--- config.mk ---
export PLATFORM = sky130hd
export DESIGN_NAME = rational_arithmetic_reduce
export DESIGN_NICKNAME = d
export VERILOG_FILES = /design/src/rtl/rar_pkg.sv /design/src/rtl/rar_front.sv /design/src/rtl/rar_queue.sv /design/src/rtl/rar_back.sv /design/src/rtl/rational_arithmetic_reduce.sv
export SDC_FILE = /design/constraint.sdc
export NUM_CORES = 2
export LEC_CHECK = 0
export BUFFER_PORTS_ARGS = -buffer_cell sky130_fd_sc_hd__buf_2
export CAP_MARGIN = 5
export CORE_MARGIN = 5
export CORE_UTILIZATION = 45
export CTS_CLUSTER_DIAMETER = 150
export DETAILED_ROUTE_END_ITERATION = 8
export MAX_ROUTING_LAYER = met4
export PLACE_DENSITY = 0.71
export RECOVER_POWER = 25
export REMOVE_ABC_BUFFERS = 1
export SYNTH_ARGS = -nofsm -noshare
export SYNTH_HDL_FRONTEND = slang
export SYNTH_SLANG_ARGS = --single-unit
--- constraint.sdc ---
create_clock -name clk -period 24.6 [get_ports clk]
set_input_delay 4.92 -clock clk [delete_from_list [all_inputs] [get_ports clk]]
set_output_delay 4.92 -clock clk [all_outputs]
set_load 0.01 [all_outputs]
--- src/rtl/rar_pkg.sv ---
// Package for the rational arithmetic reduce block: types, constants and codes.
package rar_pkg;

  localparam int OPERAND_WIDTH = 16;
  localparam int MAG_W = 33;
  localparam int QUEUE_DEPTH = 2;

  typedef enum logic [1:0] {
    OP_ADD = 2'd0,
    OP_SUB = 2'd1,
    OP_MUL = 2'd2,
    OP_DIV = 2'd3
  } op_t;

  typedef struct packed {
    logic [1:0]         mode;
    logic signed [15:0] a_num;
    logic signed [15:0] a_den;
    logic signed [15:0] b_num;
    logic signed [15:0] b_den;
  } in_item_t;

  typedef struct packed {
    logic signed [31:0] res_num;
    logic [30:0]        res_den;
    logic               zero_den_error;
  } out_item_t;

  // Classified work handed from the front part to the back part.
  typedef struct packed {
    logic [MAG_W-1:0] nm;
    logic [MAG_W-1:0] dm;
    logic             neg;
    logic             zero_den;
    logic             zero_num;
  } work_t;

  typedef enum logic [2:0] {
    BK_IDLE,
    BK_GCD,
    BK_DIVN,
    BK_DIVD,
    BK_OUT
  } bk_state_t;

endpackage

--- src/rtl/rar_front.sv ---
// Front part: sign extension, cross products, magnitudes and classification.
module rar_front (
  input  logic              clk,
  input  logic              rst_n,
  input  logic              in_valid,
  output logic              in_stall,
  input  rar_pkg::in_item_t in_data,
  output logic              wk_valid,
  input  logic              wk_stall,
  output rar_pkg::work_t    wk_data
);

  localparam int OPERAND_WIDTH = rar_pkg::OPERAND_WIDTH;
  localparam int PW = 2 * OPERAND_WIDTH + 2;

  logic                             s1_valid_r, s1_valid_nxt;
  logic signed [OPERAND_WIDTH-1:0]  p1a_r, p1b_r, p2a_r, p2b_r, p3a_r, p3b_r;
  logic [1:0]                       op_r;
  logic signed [PW-1:0]             m1_r, m2_r, m3_r;
  logic                             s2_valid_r, s2_valid_nxt;
  logic [1:0]                       op2_r;
  logic signed [PW-1:0]             rn, rd;
  logic                             adv1, adv2;

  // Stage 2 output register drains when the queue takes it.
  assign adv2 = !s2_valid_r || !wk_stall;
  assign adv1 = !s1_valid_r || adv2;
  assign in_stall = !adv1;
  assign s1_valid_nxt = adv1 ? in_valid : s1_valid_r;
  assign s2_valid_nxt = adv2 ? s1_valid_r : s2_valid_r;

  always_ff @(posedge clk) begin
    if (!rst_n) begin
      s1_valid_r <= 1'b0;
      s2_valid_r <= 1'b0;
    end else begin
      s1_valid_r <= s1_valid_nxt;
      s2_valid_r <= s2_valid_nxt;
    end
  end

  // Stage 1 registers operand pairs; stage 2 registers the three products.
  always_ff @(posedge clk) begin
    if (adv1 && in_valid) begin
      op_r <= in_data.mode;
      p1a_r <= in_data.a_num[OPERAND_WIDTH-1:0];
      p2a_r <= in_data.b_num[OPERAND_WIDTH-1:0];
      p3a_r <= in_data.a_den[OPERAND_WIDTH-1:0];
      p1b_r <= (in_data.mode == rar_pkg::OP_MUL) ? in_data.b_num[OPERAND_WIDTH-1:0]
                                                 : in_data.b_den[OPERAND_WIDTH-1:0];
      p2b_r <= in_data.a_den[OPERAND_WIDTH-1:0];
      p3b_r <= (in_data.mode == rar_pkg::OP_DIV) ? in_data.b_num[OPERAND_WIDTH-1:0]
                                                 : in_data.b_den[OPERAND_WIDTH-1:0];
    end
    if (adv2 && s1_valid_r) begin
      op2_r <= op_r;
      m1_r <= PW'(p1a_r * p1b_r);
      m2_r <= PW'(p2a_r * p2b_r);
      m3_r <= PW'(p3a_r * p3b_r);
    end
  end

  always_comb begin
    unique case (rar_pkg::op_t'(op2_r))
      rar_pkg::OP_ADD: rn = m1_r + m2_r;
      rar_pkg::OP_SUB: rn = m1_r - m2_r;
      default:         rn = m1_r;
    endcase
    rd = m3_r;
    wk_data.nm       = rn[PW-1] ? rar_pkg::MAG_W'(-rn) : rar_pkg::MAG_W'(rn);
    wk_data.dm       = rd[PW-1] ? rar_pkg::MAG_W'(-rd) : rar_pkg::MAG_W'(rd);
    wk_data.neg      = rn[PW-1] ^ rd[PW-1];
    wk_data.zero_den = (rd == '0);
    wk_data.zero_num = (rn == '0);
  end

  assign wk_valid = s2_valid_r;

endmodule

--- src/rtl/rar_queue.sv ---
// Short queue between the front and back parts.
module rar_queue (
  input  logic           clk,
  input  logic           rst_n,
  input  logic           wr_valid,
  output logic           wr_stall,
  input  rar_pkg::work_t wr_data,
  output logic           rd_valid,
  input  logic           rd_stall,
  output rar_pkg::work_t rd_data
);

  localparam int AW = $clog2(rar_pkg::QUEUE_DEPTH);

  rar_pkg::work_t mem_r [rar_pkg::QUEUE_DEPTH];
  logic [AW-1:0]  wp_r, rp_r;
  logic [AW:0]    cnt_r;
  logic           push, pop;

  assign wr_stall = (cnt_r == (AW+1)'(rar_pkg::QUEUE_DEPTH));
  assign rd_valid = (cnt_r != '0);
  assign push = wr_valid && !wr_stall;
  assign pop  = rd_valid && !rd_stall;
  assign rd_data = mem_r[rp_r];

  always_ff @(posedge clk) begin
    if (!rst_n) begin
      wp_r <= '0;
      rp_r <= '0;
      cnt_r <= '0;
    end else begin
      if (push) wp_r <= wp_r + 1'b1;
      if (pop) rp_r <= rp_r + 1'b1;
      cnt_r <= cnt_r + (AW+1)'(push) - (AW+1)'(pop);
    end
  end

  always_ff @(posedge clk) begin
    if (push) mem_r[wp_r] <= wr_data;
  end

  assert property (@(posedge clk) disable iff (!rst_n)
    cnt_r <= (AW+1)'(rar_pkg::QUEUE_DEPTH))
    else $error("queue count overflow");
  assert property (@(posedge clk) disable iff (!rst_n)
    (cnt_r == '0) |-> !pop)
    else $error("pop from empty queue");
  assert property (@(posedge clk) disable iff (!rst_n)
    (push && !pop) |=> (cnt_r == $past(cnt_r) + 1'b1))
    else $error("queue count did not follow push");

endmodule

--- src/rtl/rar_back.sv ---
// Back part: binary GCD, two restoring divisions, sign and saturation.
module rar_back (
  input  logic               clk,
  input  logic               rst_n,
  input  logic               wk_valid,
  output logic               wk_stall,
  input  rar_pkg::work_t     wk_data,
  output logic               out_valid,
  input  logic               out_stall,
  output rar_pkg::out_item_t out_data
);

  localparam int W = rar_pkg::MAG_W;
  localparam int CW = $clog2(W + 1);

  rar_pkg::bk_state_t st_r, st_nxt;
  logic [W-1:0]  nm_r, dm_r, u_r, v_r, g_r;
  logic [CW-1:0] sh_r, bit_r;
  logic [W-1:0]  rem_r, quo_r, qn_r;
  logic          neg_r;
  rar_pkg::out_item_t res_r;
  logic [W-1:0]  remsh, diff, qd;
  logic          ge;

  assign remsh = {rem_r[W-2:0], (st_r == rar_pkg::BK_DIVN) ? nm_r[bit_r[CW-1:0]-:1]
                                                             : dm_r[bit_r[CW-1:0]-:1]};
  assign ge = remsh >= g_r;
  assign diff = remsh - g_r;
  assign wk_stall = (st_r != rar_pkg::BK_IDLE);
  assign out_valid = (st_r == rar_pkg::BK_OUT);
  assign out_data = res_r;
  assign qd = {quo_r[W-2:0], ge};

  function automatic logic [30:0] sat(input logic [W-1:0] x);
    return (x > W'(31'h7fffffff)) ? 31'h7fffffff : x[30:0];
  endfunction

  always_comb begin
    st_nxt = st_r;
    unique case (st_r)
      rar_pkg::BK_IDLE: if (wk_valid) st_nxt = (wk_data.zero_den || wk_data.zero_num)
                                               ? rar_pkg::BK_OUT : rar_pkg::BK_GCD;
      rar_pkg::BK_GCD:  if (v_r == '0) st_nxt = rar_pkg::BK_DIVN;
      rar_pkg::BK_DIVN: if (bit_r == '0) st_nxt = rar_pkg::BK_DIVD;
      rar_pkg::BK_DIVD: if (bit_r == '0) st_nxt = rar_pkg::BK_OUT;
      rar_pkg::BK_OUT:  if (!out_stall) st_nxt = rar_pkg::BK_IDLE;
      default:          st_nxt = rar_pkg::BK_IDLE;
    endcase
  end

  always_ff @(posedge clk) begin
    if (!rst_n) st_r <= rar_pkg::BK_IDLE;
    else st_r <= st_nxt;
  end

  always_ff @(posedge clk) begin
    case (st_r)
      rar_pkg::BK_IDLE: if (wk_valid) begin
        nm_r <= wk_data.nm;
        dm_r <= wk_data.dm;
        u_r <= wk_data.nm;
        v_r <= wk_data.dm;
        sh_r <= '0;
        neg_r <= wk_data.neg;
        res_r.zero_den_error <= wk_data.zero_den;
        res_r.res_num <= '0;
        res_r.res_den <= wk_data.zero_den ? '0 : sat(wk_data.dm);
      end
      rar_pkg::BK_GCD: begin
        // Binary GCD: one shift or one subtract per cycle.
        if (v_r == '0) begin
          g_r <= u_r << sh_r;
          bit_r <= CW'(W - 1);
          rem_r <= '0;
          quo_r <= '0;
        end else if (!u_r[0] && !v_r[0]) begin
          u_r <= u_r >> 1;
          v_r <= v_r >> 1;
          sh_r <= sh_r + 1'b1;
        end else if (!u_r[0]) u_r <= u_r >> 1;
        else if (!v_r[0]) v_r <= v_r >> 1;
        else if (u_r > v_r) u_r <= u_r - v_r;
        else v_r <= v_r - u_r;
      end
      rar_pkg::BK_DIVN, rar_pkg::BK_DIVD: begin
        if (bit_r == '0) begin
          rem_r <= '0;
          quo_r <= '0;
          bit_r <= CW'(W - 1);
          if (st_r == rar_pkg::BK_DIVN) qn_r <= qd;
          else begin
            res_r.res_num <= neg_r ? -32'(sat(qn_r)) : 32'(sat(qn_r));
            res_r.res_den <= sat(qd);
          end
        end else begin
          rem_r <= ge ? diff : remsh;
          quo_r <= qd;
          bit_r <= bit_r - 1'b1;
        end
      end
      default: ;
    endcase
  end

  assert property (@(posedge clk) disable iff (!rst_n)
    (st_r == rar_pkg::BK_OUT && out_stall) |=> $stable(res_r))
    else $error("result changed while stalled");
  assert property (@(posedge clk) disable iff (!rst_n)
    (st_r == rar_pkg::BK_DIVN) |-> (g_r != '0))
    else $error("division by zero gcd");
  assert property (@(posedge clk) disable iff (!rst_n)
    (out_valid && res_r.zero_den_error) |-> (res_r.res_num == '0 && res_r.res_den == '0))
    else $error("error result not zero");

endmodule

--- src/rtl/rational_arithmetic_reduce.sv ---
// Top level of the rational arithmetic reduce block.
// Path: front stage 1 and stage 2 registers, a queue entry and the back load in
// BK_IDLE; a zero numerator or zero denominator result then goes straight to BK_OUT.
// Otherwise the back part runs the binary GCD steps and two 33-step divisions for
// each transaction; the back part takes one at a time.
// The front part and queue take up to four more meanwhile. Reset: synchronous
// active-low rst_n clears all valid and state flags.
module rational_arithmetic_reduce (
  input  logic               clk,
  input  logic               rst_n,
  input  logic               in_valid,
  output logic               in_stall,
  input  rar_pkg::in_item_t  in_data,
  output logic               out_valid,
  input  logic               out_stall,
  output rar_pkg::out_item_t out_data
);

  // Front to queue and queue to back transaction channels.
  logic           fq_valid, fq_stall, qb_valid, qb_stall;
  rar_pkg::work_t fq_data, qb_data;

  // The front part forms the raw cross products and classifies them.
  rar_front u_front (
    .clk, .rst_n, .in_valid, .in_stall, .in_data,
    .wk_valid(fq_valid), .wk_stall(fq_stall), .wk_data(fq_data)
  );

  // The queue lets the front keep accepting while the back iterates.
  rar_queue u_queue (
    .clk, .rst_n,
    .wr_valid(fq_valid), .wr_stall(fq_stall), .wr_data(fq_data),
    .rd_valid(qb_valid), .rd_stall(qb_stall), .rd_data(qb_data)
  );

  // The back part reduces nonzero results to lowest terms and holds the result register.
  rar_back u_back (
    .clk, .rst_n,
    .wk_valid(qb_valid), .wk_stall(qb_stall), .wk_data(qb_data),
    .out_valid, .out_stall, .out_data
  );

endmodule
* After elaboration in Yosys (flattened, before gate mapping) *
Memories as Yosys holds them, arrays and structs flattened. A register that Yosys moved wholly into a read port is not among the register bits.
Cells that the tools add are included.

storage, ports and cells
  register bits after elaboration = 532
  bits in writable memories = 138
  word-level logic and storage cells = 171
  memories = 1
  output and inout bits = 66

memory list
  name           depth  width  rd ports  clocked after memory_dff  wr ports  line             RTL
  u_queue.mem_r  2      69     1         1                         1         rar_queue.sv:15  rar_pkg::work_t mem_r [rar_pkg::QUEUE_DEPTH];

cells by class
  multiply operators = 3
  bitwise operators = 1
  reductions and logical operators = 38
  magnitude comparators = 5
  $add $sub $neg = 14
  shift operators = 3
  equality and inequality tests = 21
  muxes and demuxes = 53

operators with widths
  operator                count
  $mux W33                14
  $mux W32                5
  $pmux W33 S2            2
  $pmux W32 S2            2
  $mux W63                2
  $pmux W63 S2            1
  $mux W31                4
  $gt A33 B31 Y1 const B  3
  $mul A16 B16 Y32        3
  $logic_not A34 Y1       2
  $pmux W34 S2            1
  $shiftx A33 B7 Y1       2
  $sub A33 B33 Y33        2
  $mux W64                1
  $add A34 B34 Y34        1
  $sub A34 B34 Y34        1
  $ge A33 B33 Y1          1
  $gt A33 B33 Y1          1
  $logic_not A33 Y1       1
  $neg A32 Y33            1
  $neg A33 Y33            1
  $shl A33 B6 Y33         1
  $mux W16                2
  $neg A31 Y32            1
  other kinds (34)        83

* Depth between registers and ports, before layout *
  depth after elaboration = 8
  depth in mapped cells = 26
  depth with buffers taken out = 25

* Hierarchy *
Synthesis repeated with hierarchy kept, for this count alone.

second synthesis, totals
  cells, all modules = 6514
  area, all modules = 66679.0 µm²

modules (own cells, without submodules)
  module     sequential area each (µm²)  area an instance (µm²)  times used  cells each
  rar_front  5445.2                      39336.5                 1           4086
  rar_back   10239.8                     22067.4                 1           2186
  rar_queue  4244.1                      5275.1                  1           242

* Worst setup path after synthesis *
OpenSTA, ideal clock, no wires.

  path kind = register to register
  start point = register u_back.st_r[2]
  end point = register u_back.res_r, in the netlist u_back.out_data[10], enable pin
  cell stages (with the launch flop) = 5
  arrival = 10.302 ns
  data required time = 24.117 ns
  period minus slack after synthesis = 10.786 ns
  slack = 13.814 ns
  path through = dfxtp_1 -> buf_2 -> nor4_1 -> a21oi_1 -> nor2_1

on the way
  word-level cells in the longest chain between the ends = 4
  elaborated cells between the ends (all ways) = 9
  classes of those cells = eq/ne: 5; reduce/logical: 4

RTL lines
  element                                                line                            RTL
  start: declaration                                     rar_back.sv:16                  rar_pkg::bk_state_t st_r, st_nxt;
  start signal: assignment                               rar_back.sv:52                  if (!rst_n) st_r <= rar_pkg::BK_IDLE;
  start signal: assignment                               rar_back.sv:53                  else st_r <= st_nxt;
  $eq A3 B2 Y1, on equally long branches                 rar_back.sv:57, rar_back.sv:90
  $reduce_or A2 Y1                                       rar_back.sv:57                  case (st_r)
  $ne A2 B2 Y1 (no source line) (tied with other cells)  --
  $reduce_and A4 Y1 (no source line) (*)                 --
  end: declaration                                       rar_back.sv:21                  rar_pkg::out_item_t res_r;

Mark *: on every way between the ends. The rest lies on a longest branch, timed or not.
A chain may end at the register's enable or synchronous reset.

==> impl_metrics.tcl <==
set metrics [dict create \
    numCtsBuffers 78 \
    cts_tree "built" \
    fin_util 0.484 \
    htree_levels 3 \
    cts_resized 0 \
    crit_path_end_kind "register" \
    dp_hpwl_um 130000 \
    synth_edf_count 657 \
    violations "max-capacitance violations, max-slew violations" \
    port_buffers 135 \
    gp_congestion 0.939 \
    rows 141 \
    synth_top_area_cell "edfxtp_1" \
    synthFlopType "edfxtp_1" \
    dr_total_vias 47600 \
    hold_depth 0 \
    ys_types 93 \
    r2r-start "u_front.p2b_r[0]" \
    maxSlewViolCount 494 \
    crit_path_start "u_front.p2b_r[0]" \
    cts-root-buf "clkbuf_16" \
    crit_type "register to register" \
    synth-async-reset-ratio 0 \
    final-setup-viol-count 0 \
    yosys_warnings 0 \
    r2r-end "u_front.m3_r[31]" \
    max_freq_mhz 130 \
    hp-class "register to register" \
    cp.required_ns 25.03 \
    syn_inst 6565 \
    postCtsHoldBufs 0 \
    syn_area_per_cell_sq_um 10.1 \
    io_pins 136 \
    cts.sinks 667 \
    clk_pin_slew_ns 0.06 \
    cts_setup_buffers 0 \
    finalCriticalPeriod_ns 7.67 \
    skew_ns 0.0347 \
    synth-seq-cells 667 \
    drt_iter0_drc 4129 \
    die_w_um 394 \
    mostFrequentLayoutCell "inv_1" \
    initial_utilization 0.451 \
    grt_pass1_wl_um 270000 \
    synth_area_sq_um 66400 \
    viasPerCell 5.58 \
    antenna_left 0 \
    clock_latency_ns 0.69 \
    worstMarginPinSlew_ns 3.98 \
    final_cell_mix "inv_1 (1056), fa_1 (790), edfxtp_1 (657)" \
    areaGrowthSynthToFinish_pct 7.34 \
    drt-wirelength-per-cell_um 19.7 \
    clockBufferDepth 3 \
    arrival_ns 8.10 \
    drive_gt1_frac 0.0689 \
    dr.pass1.iters 5 \
    hold_viol_final 0 \
    ys_seq_area_frac 0.300 \
    maxCapViolations 10 \
    fin_nets 7785 \
    finalCritPeriodShare 0.312 \
    drc 0 \
    core_area_sq_um 147000 \
    grt_pass1_vias 48700 \
    startpoint_type "register" \
    yosys.area.top_type_share 0.297 \
    critPathCapture "u_front.m3_r[31]" \
    track_usage 0.223 \
    routed_wirelength_um 168000 \
    finalSetupTns_ns 0 \
    die-area_sq_um 155000 \
    slew_headroom -1.66 \
    cp_max_fo 32 \
    reg2reg_depth 23 \
    rsz0062_at_grt "false" \
    grt-ovfl-total 0 \
    antenna_found_initial 3 \
    synth.top_cells.by_area "edfxtp_1 (30%), fa_1 (24%), ha_1 (7.3%), inv_1 (6.0%), and2_1 (3.6%)" \
    r2r_slack_ns 16.93 \
    fp.dieH_um 394 \
    grt_start_max_net_pins 80 \
    status "finished, violations left" \
]
[sequential cells by signal (all words and copies together) (netlist names), 2 cells and up, named ones only]
signal,cells
u_back.st_r,3
u_back.u_r,33
u_back.rem_r,32
u_front.p1a_r,16
u_back.quo_r,32
u_front.p2b_r,16
u_back.g_r,33
u_front.m1_r,32
u_back.out_data,64
u_back.v_r,33
u_back.bit_r,6
u_front.op_r,2
u_back.nm_r,33
u_queue.cnt_r,2
u_front.p1b_r,16
u_back.qn_r,33
u_front.p3b_r,16
u_front.op2_r,2
u_front.m3_r,32
u_queue.mem_r,138
u_front.p2a_r,16
u_back.sh_r,6
u_back.dm_r,33
u_front.m2_r,32
[logic make-up after synthesis]
group / synth area share
simple gates: 0.139
buf+inv: 0.0767
fa+ha+maj: 0.311
compound gates: 0.0952
flops: 0.300
xor+xnor: 0.0411
mux: 0.0375
other cells: 0.0000564
[through the flow]
| stage | hold WS (ns) | cell area, sq um | cells | worst slack, ns |
|---|---|---|---|---|
| after global routing | 0.434 | 71300 | 8533 | 16.44 |
| after CTS | 0.421 | 71400 | 8532 | 17.36 |
| after global placement | 0.408 | 68900 | 8389 | 17.49 |
| final | 0.423 | 71300 | 8533 | 16.93 |
| after floorplan | 0.400 | 65300 | 6272 | 13.93 |
| after detailed placement | 0.408 | 68900 | 8389 | 17.38 |
[metal layers]
metal	GRT usage	wire length (um)	up-vias
met2	0.357	79500	1830
met5	-	0	-
met1	0.298	70400	23900
met4	0.0727	6250	0
li1	-	-	21600
met3	0.0292	12100	302
[Yosys cell counts, drive strengths merged, types with 13 or more instances]
cell    instances
a32oi          16
o21bai         43
nand3          60
a31oi          41
o22a           19
o21ai         221
nor2          397
inv          1056
nor3           91
ha            386
a21o           83
buf            25
clkbuf        269
xor2           81
a221o          21
o22ai          17
nand2         616
nand2b         53
nand4          42
nor2b          44
or4            16
o21a           29
edfxtp        657
a211oi         23
a21boi         19
nor3b          14
xnor2         231
mux2i          43
and3           59
mux4           41
fa            790
o31ai          36
and2          380
a21oi         316
nor4           24
or2            13
or3            39
mux2          101
[worst min-delay path by stage]
stage | startpoint | endpoint
floorplan | u_front.op_r[0] | u_front.op2_r[0]
global placement | u_front.op_r[1] | u_front.op2_r[1]
detailed placement | u_front.op_r[1] | u_front.op2_r[1]
CTS | u_front.op_r[1] | u_front.op2_r[1]
global route | u_front.op_r[1] | u_front.op2_r[1]
finish | u_front.op_r[1] | u_front.op2_r[1]
[cell type report]
class	count	area, sq um
Multi-Input combinational cell	4546	41500
Clock buffer	89	2010
Antenna cell	1	2.50
Timing Repair Buffer	187	1030
Fill cell	13200	76000
Inverter	1059	3980
Sequential cell	667	19900
Tap cell	1930	2410
Clock inverter	54	464
[worst max-delay path, cell delays in order, from the launching register on]
cell and delay [ns]:
edfxtp_1 0.33, clkbuf_1 1.25, nand2_1 0.18, fa_1 0.43, inv_1 0.08, fa_1 0.42, ha_1 0.20, fa_1 0.48
inv_1 0.05, fa_1 0.48, fa_1 0.49, inv_1 0.04, ha_1 0.19, or2_2 0.32, nor3_1 0.13, o21ai_0 0.14
a31oi_1 0.21, nor2_1 0.11, a41o_1 0.27, o41ai_1 0.80, o211ai_1 0.25, a31o_2 0.28, a21oi_1 0.16, xnor2_1 0.08
Power is left out: the tool's default activity adds up to more than one toggle a clock period on the data nets, which glitch-free logic cannot reach.
